`src/hdl/lcstb_pkg.sv`:
```
`timescale 1ns / 1ps
package lcstb_pkg;

  typedef struct packed {
    logic [15:0] item_id;
    logic [6:0]  level;
    logic [7:0]  chance;
    logic        last_in;
  } in_item_t;

  typedef struct packed {
    logic [15:0] out_item_id;
    logic [6:0]  out_level;
    logic [6:0]  weight;
    logic        status;
    logic        dropped;
    logic        last_out;
  } out_item_t;

  // classified record passed from front to back
  typedef struct packed {
    logic        keep;
    logic        last;
    logic [15:0] item_id;
    logic [6:0]  level;
    logic [6:0]  weight;
  } cmd_t;

  localparam int unsigned FullWeight = 100;

  // quotient 100 / d for d 1..255 found by counting multiples, entry 0 unused
  function automatic logic [255:0][6:0] build_weights();
    logic [255:0][6:0] t;
    t = '0;
    for (int d = 1; d < 256; d++) begin
      for (int k = 1; k <= int'(FullWeight); k++) begin
        if (k * d <= int'(FullWeight)) t[d] = 7'(k);
      end
    end
    return t;
  endfunction

  localparam logic [255:0][6:0] WeightTable = build_weights();

  // 100 / chance for chance 1..255, constant table
  function automatic logic [6:0] weight_of(input logic [7:0] chance);
    return WeightTable[chance];
  endfunction

endpackage

```
`src/hdl/lcstb_front.sv`:
```
`timescale 1ns / 1ps
module lcstb_front #(
  parameter int LEVELS = 128
) (
  input  logic               clk,
  input  logic               rst,
  input  lcstb_pkg::in_item_t in_item,
  input  logic               push,
  output logic               full,
  output lcstb_pkg::cmd_t    cmd,
  output logic               cmd_valid,
  input  logic               cmd_ready
);
  import lcstb_pkg::*;

  // two-entry queue of classified records
  cmd_t q [2];
  logic [1:0] cnt;
  logic rd_ptr, wr_ptr;
  cmd_t c;
  logic wr, rd;

  always_comb begin
    c.keep    = (in_item.chance != 8'd0) && ({2'b0, in_item.level} < 9'(LEVELS));
    c.last    = in_item.last_in;
    c.item_id = in_item.item_id;
    c.level   = in_item.level;
    c.weight  = weight_of(in_item.chance);
  end

  assign full = (cnt == 2'd2);
  assign wr = push && !full;
  assign cmd_valid = (cnt != 2'd0);
  assign rd = cmd_valid && cmd_ready;
  assign cmd = q[rd_ptr];

  always_ff @(posedge clk) begin
    if (wr) begin
      q[wr_ptr] <= c;
    end
    if (rst) begin
      cnt <= '0;
      rd_ptr <= 1'b0;
      wr_ptr <= 1'b0;
    end else begin
      if (wr) wr_ptr <= ~wr_ptr;
      if (rd) rd_ptr <= ~rd_ptr;
      cnt <= cnt + 2'(wr) - 2'(rd);
    end
  end
endmodule

```
`config.mk`:
```
export PLATFORM = sky130hd
export DESIGN_NAME = lcstb_front
export DESIGN_NICKNAME = d
export VERILOG_FILES = /design/src/hdl/lcstb_pkg.sv /design/src/hdl/lcstb_front.sv
export SDC_FILE = /design/constraint.sdc
export NUM_CORES = 1
export LEC_CHECK = 0
export ABC_AREA = 1
export BUFFER_PORTS_ARGS = -buffer_cell sky130_fd_sc_hd__buf_2
export CAP_MARGIN = 10
export CORE_AREA = 4 4 91 93
export CTS_CLUSTER_SIZE = 28
export DETAILED_ROUTE_END_ITERATION = 10
export DIE_AREA = 0 0 95 97
export PLACE_DENSITY_LB_ADDON = 0.12
export REMOVE_ABC_BUFFERS = 1
export SETUP_SLACK_MARGIN = 0.15
export SLEW_MARGIN = 10
export SYNTH_ARGS = -nofsm -noshare
export SYNTH_HDL_FRONTEND = slang
export SYNTH_SLANG_ARGS = --single-unit
```
`constraint.sdc`:
```
create_clock -name clk -period 2.8 [get_ports clk]
set_clock_uncertainty 0.2 [all_clocks]
set_input_delay 0.56 -clock clk [delete_from_list [all_inputs] [get_ports clk]]
set_output_delay 0.56 -clock clk [all_outputs]
set_load 0.03 [all_outputs]
```
==> qor.yml, run 1 <==
grt_pass1_vias: 1801
tns_ps: 0
status: "finished clean"
drtPass1Iterations: 4
cp.required_ps: 2040
reg2reg_slack_ps: 950
placedInstanceArea_um2: 3428
yosysWarnings: 0
final_cell_area_um2: 3631
crit_slowest_cell: "dfxtp_2"
drc_errors: 0
synth_top_area_cell: "edfxtp_1"
p_per_area_nw_per_um2: 861.6
die_h_um: 97
antenna_found_initial: 0
rows: 32
synth_top_area_share_pct: 65.14
drt-wirelength-per-cell_um: 13.11
hold_violations: 0
cts_buffers: 9
end_kind: "output pin"
ys_seq_area_share_pct: 68.53
netlist_top_cells_area: "edfxtp_1 65%, mux2_1 11%, dfxtp_1 3.4%"
io_pins: 70
htree_levels: 3
p_leak_nw: 1.442
start_util_pct: 39.20
path_clk_slew_ps: 70
cts_buffer_depth: 2
avgViaCountPerCell: 4.528
syn2layout_area_growth_pct: 23.07
num_vias: 1757
dp_hpwl_um: 3589
cp_max_fo: 18
final-max-slew-violation-count: 0
ctsResizeCount: 0
grt_pass1_wl_um: 8059
ir_drop_mv: 0.2148
crit_family: "flip-flops"
period_share_pct: 86.69
ant_nets: 0
slew_headroom_pct: 65.13
drt_wl_total_um: 5086
final_cell_mix: "69 x buf_2, 64 x edfxtp_1, 30 x mux2_1"
final-setup-viol-count: 0
power_mw: 3.129
clkLatencyLatePin_ps: 330
pre_cts_slack_ps: 693.8
clkSinkCount: 69
ys_types: 26
layout-drive-gt1-share_pct: 36.01
synth_cells: 202
rsz0062_at_grt: "false"
crit_buf_inv: 2
critPathKind: "reg2out"
synth-seq-cells: 69
overflow: 0
max_freq_ghz: 0.4120
cts_setup_buffers: 0
cap_violations: 0
setup_slack_ps: 372.7
gp_congestion: 0.8488
startpoint_type: "flop"
cts_tree: "built"
final_nets: 325
postCtsHoldBufs: 0
grt_use_total_pct: 11.68
layout_commonest_cell: "buf_2"
dieArea_um2: 9215
syn_area_per_cell_um2: 14.61
fin_hold_ws_ps: 212.2
die_x_um: 95
grt_max_degree: 19
antenna_cells: 0
clockRootBuffer: "clkbuf_8"
portBuffers: 69
drt_iter0_markers: 52
hold_class: "in2reg"
crit_chain: "buf_12 > mux2_2 > buf_2"
slowest_delay_ps: 590
tightest_slew_ps: 521.7
final_period_minus_worst_setup_slack_ps: 2427
core_area_um2: 7527
arrival_ps: 1670
synth_area_um2: 2950
power breakdown:
| group | total, mW | switching [mW] | internal (mW) |
|---|---|---|---|
| logic | 0.952 | 0.626 | 0.326 |
| registers | 1.38 | 0.0657 | 1.31 |
| clock network | 0.799 | 0.342 | 0.457 |
| total | 3.13 | 1.03 | 2.09 |
flip-flops by register name, summed over array words and instances, names as in the netlist, named ones only:
| register | cells |
|---|---|
| cnt | 2 |
| q | 64 |
| rd_ptr | 1 |
| wr_ptr | 1 |
layout make-up:
class / count / area, µm²
repair buffers: 74 / 395.4
fillers: 717 / 3896
clock inverters: 4 / 47.55
multi-input cells: 109 / 812.0
clock buffers: 12 / 155.1
flip-flops and latches: 69 / 2023
well taps: 102 / 127.6
inverters: 18 / 70.07
routing by layer:
metal	routed length [µm]	global-route usage (%)	vias up
li1	-	-	882
met1	2207	13.24	821
met2	2527	19.25	48
met3	262	3.266	6
met4	89	6.992	0
met5	0	0	-
metrics by stage:
| step | util (%) | std cells |
|---|---|---|
| CTS | 48.24 | 388 |
| finish | 48.24 | 388 |
| global route | 48.24 | 388 |
| global placement | 45.55 | 372 |
| floorplan | - | 196 |
| detailed placement | 45.55 | 372 |
path summary, 6_finish.rpt:
check | from | endpoint | cells past startpoint
setup reg to reg | cnt[0] | cnt[1] | 9
setup / recovery | flop | cmd[21] | 3
hold / removal | in_item[15] | q[0][13] | 1
hold reg to reg | rd_ptr | rd_ptr | 2
worst reg2reg max path, stage by stage (launching register included):
cell and delay, ps:
dfxtp_1 350, or2_4 240, nand2_2 70, inv_1 40
ha_1 260, inv_1 40, ha_1 180, xnor2_1 180
nor2_1 60, nor3b_1 160
synth_stat cells:
master and number:
nor2_2 1, nand2_1 20, nand3_1 10, mux2_1 30, a2111oi_1 1, inv_2 3
inv_4 1, a211oi_1 1, o21ai_1 4, nor3b_1 2, mux2_2 2, nor2_1 14
o21ai_0 1, inv_1 14, or2_4 1, ha_1 8, buf_6 5, xnor2_1 1
o21ai_2 1, edfxtp_1 64, nand2_2 2, o211ai_1 2, a21oi_1 7, or2_1 1
dfxtp_1 5, buf_2 1
kinds of logic after synthesis:
family                   count (synthesis)  synth area share (%)
buffers and inverters                   24                 4.453
AO/OA/AOI/OAI                           17                 3.435
adder cells (fa/ha/maj)                  8                 3.393
XOR/XNOR                                 1                0.2969
flip-flops                              69                 68.53
AND/OR/NAND/NOR                         51                 7.676
multiplexers                            32                 12.21
Note: power is estimated with default switching activity, not from simulation.
==> run 2: changes to the inputs <==
Settings changed: CORE_AREA 4 4 91 93 to 2 2 89 91, DIE_AREA 0 0 95 97 to 0 0 91 93.
==> qor.yml, run 2 (synthesis gave the netlist of run 1 again) <==
status: "finished clean"
p_switching_mw: 1.013
cts_buffer_depth: 2
ir_drop_mv: 0.3207
cts_setup_buffers: 0
p_leak_nw: 1.419
critPathKind: "reg2out"
dp_hpwl_um: 3603
antenna_found_initial: 0
core_area_um2: 7527
layout_commonest_cell: "buf_2"
p_int_mw: 1.944
p_clk_share_pct: 21.3
portBuffers: 69
final_nets: 325
clockRootBuffer: "clkbuf_8"
final_cell_area_um2: 3573
clkLatencyLatePin_ps: 330
rsz0062_at_grt: "false"
num_vias: 1768
placedInstanceArea_um2: 3427
grt_pass1_vias: 1789
drt_iter0_markers: 49
die_h_um: 93
gp_congestion: 0.8076
instances_no_fill: 386
htree_levels: 3
end_kind: "output pin"
overflow: 0
drt-wirelength-per-cell_um: 12.94
drtPass1Iterations: 4
max_freq_ghz: 0.4452
top_regs: "q x64, cnt x2"
dieArea_um2: 8463
postCtsHoldBufs: 0
tightest_slew_ps: 541.0
cp.required_ps: 2040
die_x_um: 91
power_mw: 2.957
final_period_minus_worst_setup_slack_ps: 2246
grt_max_degree: 19
ctsResizeCount: 0
dp.cells: 372
cts_buffers: 9
final-max-slew-violation-count: 0
combinationalPowerShare_pct: 33.0
cp_max_fo: 18
arrival_ps: 1490
regMostFlops: "q"
p_sw_share_pct: 34.27
path_clk_slew_ps: 70
largest_reg_flops: 64
ant_nets: 0
clkSinkCount: 69
cts_tree: "built"
antenna_cells: 0
rows: 32
syn2layout_area_growth_pct: 21.12
final_cell_mix: "69 x buf_2, 64 x edfxtp_1, 30 x mux2_1"
cap_violations: 0
avgViaCountPerCell: 4.580
slew_headroom_pct: 63.84
start_util_pct: 39.20
grt_use_total_pct: 12.62
layout-drive-gt1-share_pct: 34.86
io_pins: 70
final-setup-viol-count: 0
grt_pass1_wl_um: 8148
period_share_pct: 80.22
p_per_area_nw_per_um2: 827.5
hold_class: "in2reg"
utilization_pct: 47.47
seqPwrFrac_pct: 45.7
drt_wl_total_um: 4994
tns_ps: 0
hold_violations: 0
startpoint_type: "flop"
drc_errors: 0
[run 2: cell count changes in the layout (fill, tap and decap cells not counted), sizes merged]
cell,before,now
bufinv,1,0
clkbuf,12,11
clkinv,2,3
clkinvlp,1,0
[run 2: worst max-delay path: stages, from the launching register on]
cell and delay (ps):
dfxtp_1 330, buf_4 270, mux2_1 370, buf_2 180
[run 2: metrics by stage]
stage	hold slack (ps)	worst slack, ps
floorplan	254.3	161.6
detailed placement	276.1	762.6
CTS	199.0	517.9
global placement	269.4	826.7
global route	193.7	441.1
finish	215.4	553.8
[run 2: power by group through the flow]
stage               registers, mW  logic [mW]  clock network [mW]
finish                       1.35       0.976               0.630
global route                 1.37        1.06               0.696
CTS                          1.35       0.998               0.654
detailed placement           1.37       0.994                   0
global placement             1.37       0.991                   0
floorplan                    1.40       0.650                   0
[run 2: cell type report]
cell class / count / area (µm²)
multi-input combinational: 109 / 812.0
clock buffer: 11 / 131.4
clock inverter: 3 / 15.01
timing repair buffer: 74 / 395.4
tap: 102 / 127.6
inverter: 18 / 70.07
fill: 726 / 3954
sequential: 69 / 2022
[run 2: routing by layer]
layer	GRT usage [%]	wire length, µm	part of all wire, %	up-vias
met2	21.79	2555	51	46
li1	-	-	-	884
met5	0	0	0	-
met1	14.56	2128	43	830
met3	2.981	198	4.0	8
met4	6.818	112	2.2	0
[run 2: final timing paths]
path          startpoint        to  slack, ps  cells after the start
max                 flop   cmd[26]        550                      3
min          in_item[17]  q[1][15]        220                      1
max reg2reg       cnt[0]    cnt[1]        940                      9
min reg2reg       rd_ptr      flop        290                      2
==> run 3: changes to the inputs <==
Clock period 2.8 ns to 1.9 ns, I/O delays scaled along.
==> qor.yml, run 3 (synthesis gave the netlist of run 1 again) <==
portBuffers: 69
htree_levels: 3
reg2reg_slack_ps: 120
drc_errors: 0
slew_headroom_pct: 62.52
io_pins: 70
cts_buffer_depth: 2
dieArea_um2: 8463
drt-wirelength-per-cell_um: 13.47
hold_start: "in_item[24]"
antenna_found_initial: 0
start_util_pct: 39.20
grt_max_degree: 33
layout-drive-gt1-share_pct: 44.90
hold-path-endpoint: "q[1][22]"
dp_hpwl_um: 3327
final_nets: 333
core_area_um2: 7527
rsz0062_at_grt: "true"
largest_reg_flops: 64
die_h_um: 93
p_per_area_nw_per_um2: 1341
cp.required_ps: 1320
rows: 32
drtPass1Iterations: 4
die_x_um: 91
p_leak_nw: 1.618
period_share_pct: 103.8
tightest_slew_ps: 560.8
final-max-slew-violation-count: 0
cap_violations: 0
min_path_cells: 1
r2r-start: "cnt[1]"
regMostFlops: "q"
cts_buffers: 9
grt_pass1_vias: 1928
layout_commonest_cell: "edfxtp_1"
grt_use_total_pct: 13.67
ant_nets: 0
final-setup-viol-count: 32
hold_class: "in2reg"
final_cell_mix: "64 x edfxtp_1, 37 x buf_2, 26 x buf_6"
clkLatencyLatePin_ps: 330
num_vias: 1839
power_mw: 5.435
cp_max_fo: 18
violations: "setup timing"
ir_drop_mv: 0.5246
final_cell_area_um2: 4054
startpoint_type: "flop"
reg2regPathDepth: 9
pre_cts_slack_ps: 64.42
setup_slack_ps: -72.49
clockRootBuffer: "clkbuf_8"
drt_wl_total_um: 5336
overflow: 0
critPathKind: "reg2out"
status: "complete, but fails checks"
path_clk_slew_ps: 70
arrival_ps: 1390
avgViaCountPerCell: 4.644
utilization_pct: 53.86
gp_congestion: 0.7991
syn2layout_area_growth_pct: 37.40
postCtsHoldBufs: 0
timing.rr.end: "cnt[1]"
drt_iter0_markers: 59
top_regs: "q x64, cnt x2"
hold_violations: 0
placedInstanceArea_um2: 3472
grt_pass1_wl_um: 8887
max_freq_ghz: 0.5070
end_kind: "output pin"
final_period_minus_worst_setup_slack_ps: 1972
clkSinkCount: 69
cts_tree: "built"
antenna_cells: 0
-- run 3: how the worst max path moves through the flow --
stage                start       to  cells after the start
finish                flop  cmd[15]                      3
CTS                   flop  cmd[15]                      3
global placement    cnt[0]   cnt[1]                      9
global route          flop  cmd[13]                      3
detailed placement  cnt[0]   cnt[1]                      9
floorplan           cnt[1]  q[1][0]                      3
-- run 3: area by class of cell --
type                    instances  area (µm²)
fillers                       648        3473
flip-flops and latches         69        2028
multi-input cells             109       922.1
repair buffers                 82       670.6
clock buffers                  11       131.4
well taps                     102       127.6
clock inverters                 5       98.84
inverters                      18       75.07
-- run 3: metrics by stage --
step	hold WS [ps]	TNS (ps)	instances
floorplan	249.1	-43170	196
global placement	285.2	0	373
finish	33.08	-1141	396
detailed placement	278.9	0	373
CTS	11.94	-2130	396
global route	12.17	-3197	396
-- run 3: what timing repair did --
item	4_1_cts	5_1_grt
gates resized for setup	84	4
buffers inserted	7	0
setup endpoints to repair	33	35
pin swaps	7	7
-- run 3: where the power goes --
part	switching [mW]	leakage [nW]	total (mW)	internal, mW
sequential	0.0652	0.638	2.00	1.94
combinational	1.10	0.865	2.07	0.965
clock	0.498	0.115	1.36	0.866
total	1.66	1.62	5.43	3.77
-- run 3: worst max-delay path, stage by stage, from the launching register on --
cell	delay (ps)
dfxtp_4	370
buf_12	170
mux2_1	350
buf_4	170
-- run 3: metal layers --
metal | global-route usage, % | up-vias | routed length, µm
met5 | 0 | - | 0
met4 | 5.682 | 0 | 94
met1 | 16.04 | 874 | 2165
li1 | - | 898 | -
met2 | 23.40 | 58 | 2780
met3 | 4.190 | 9 | 296
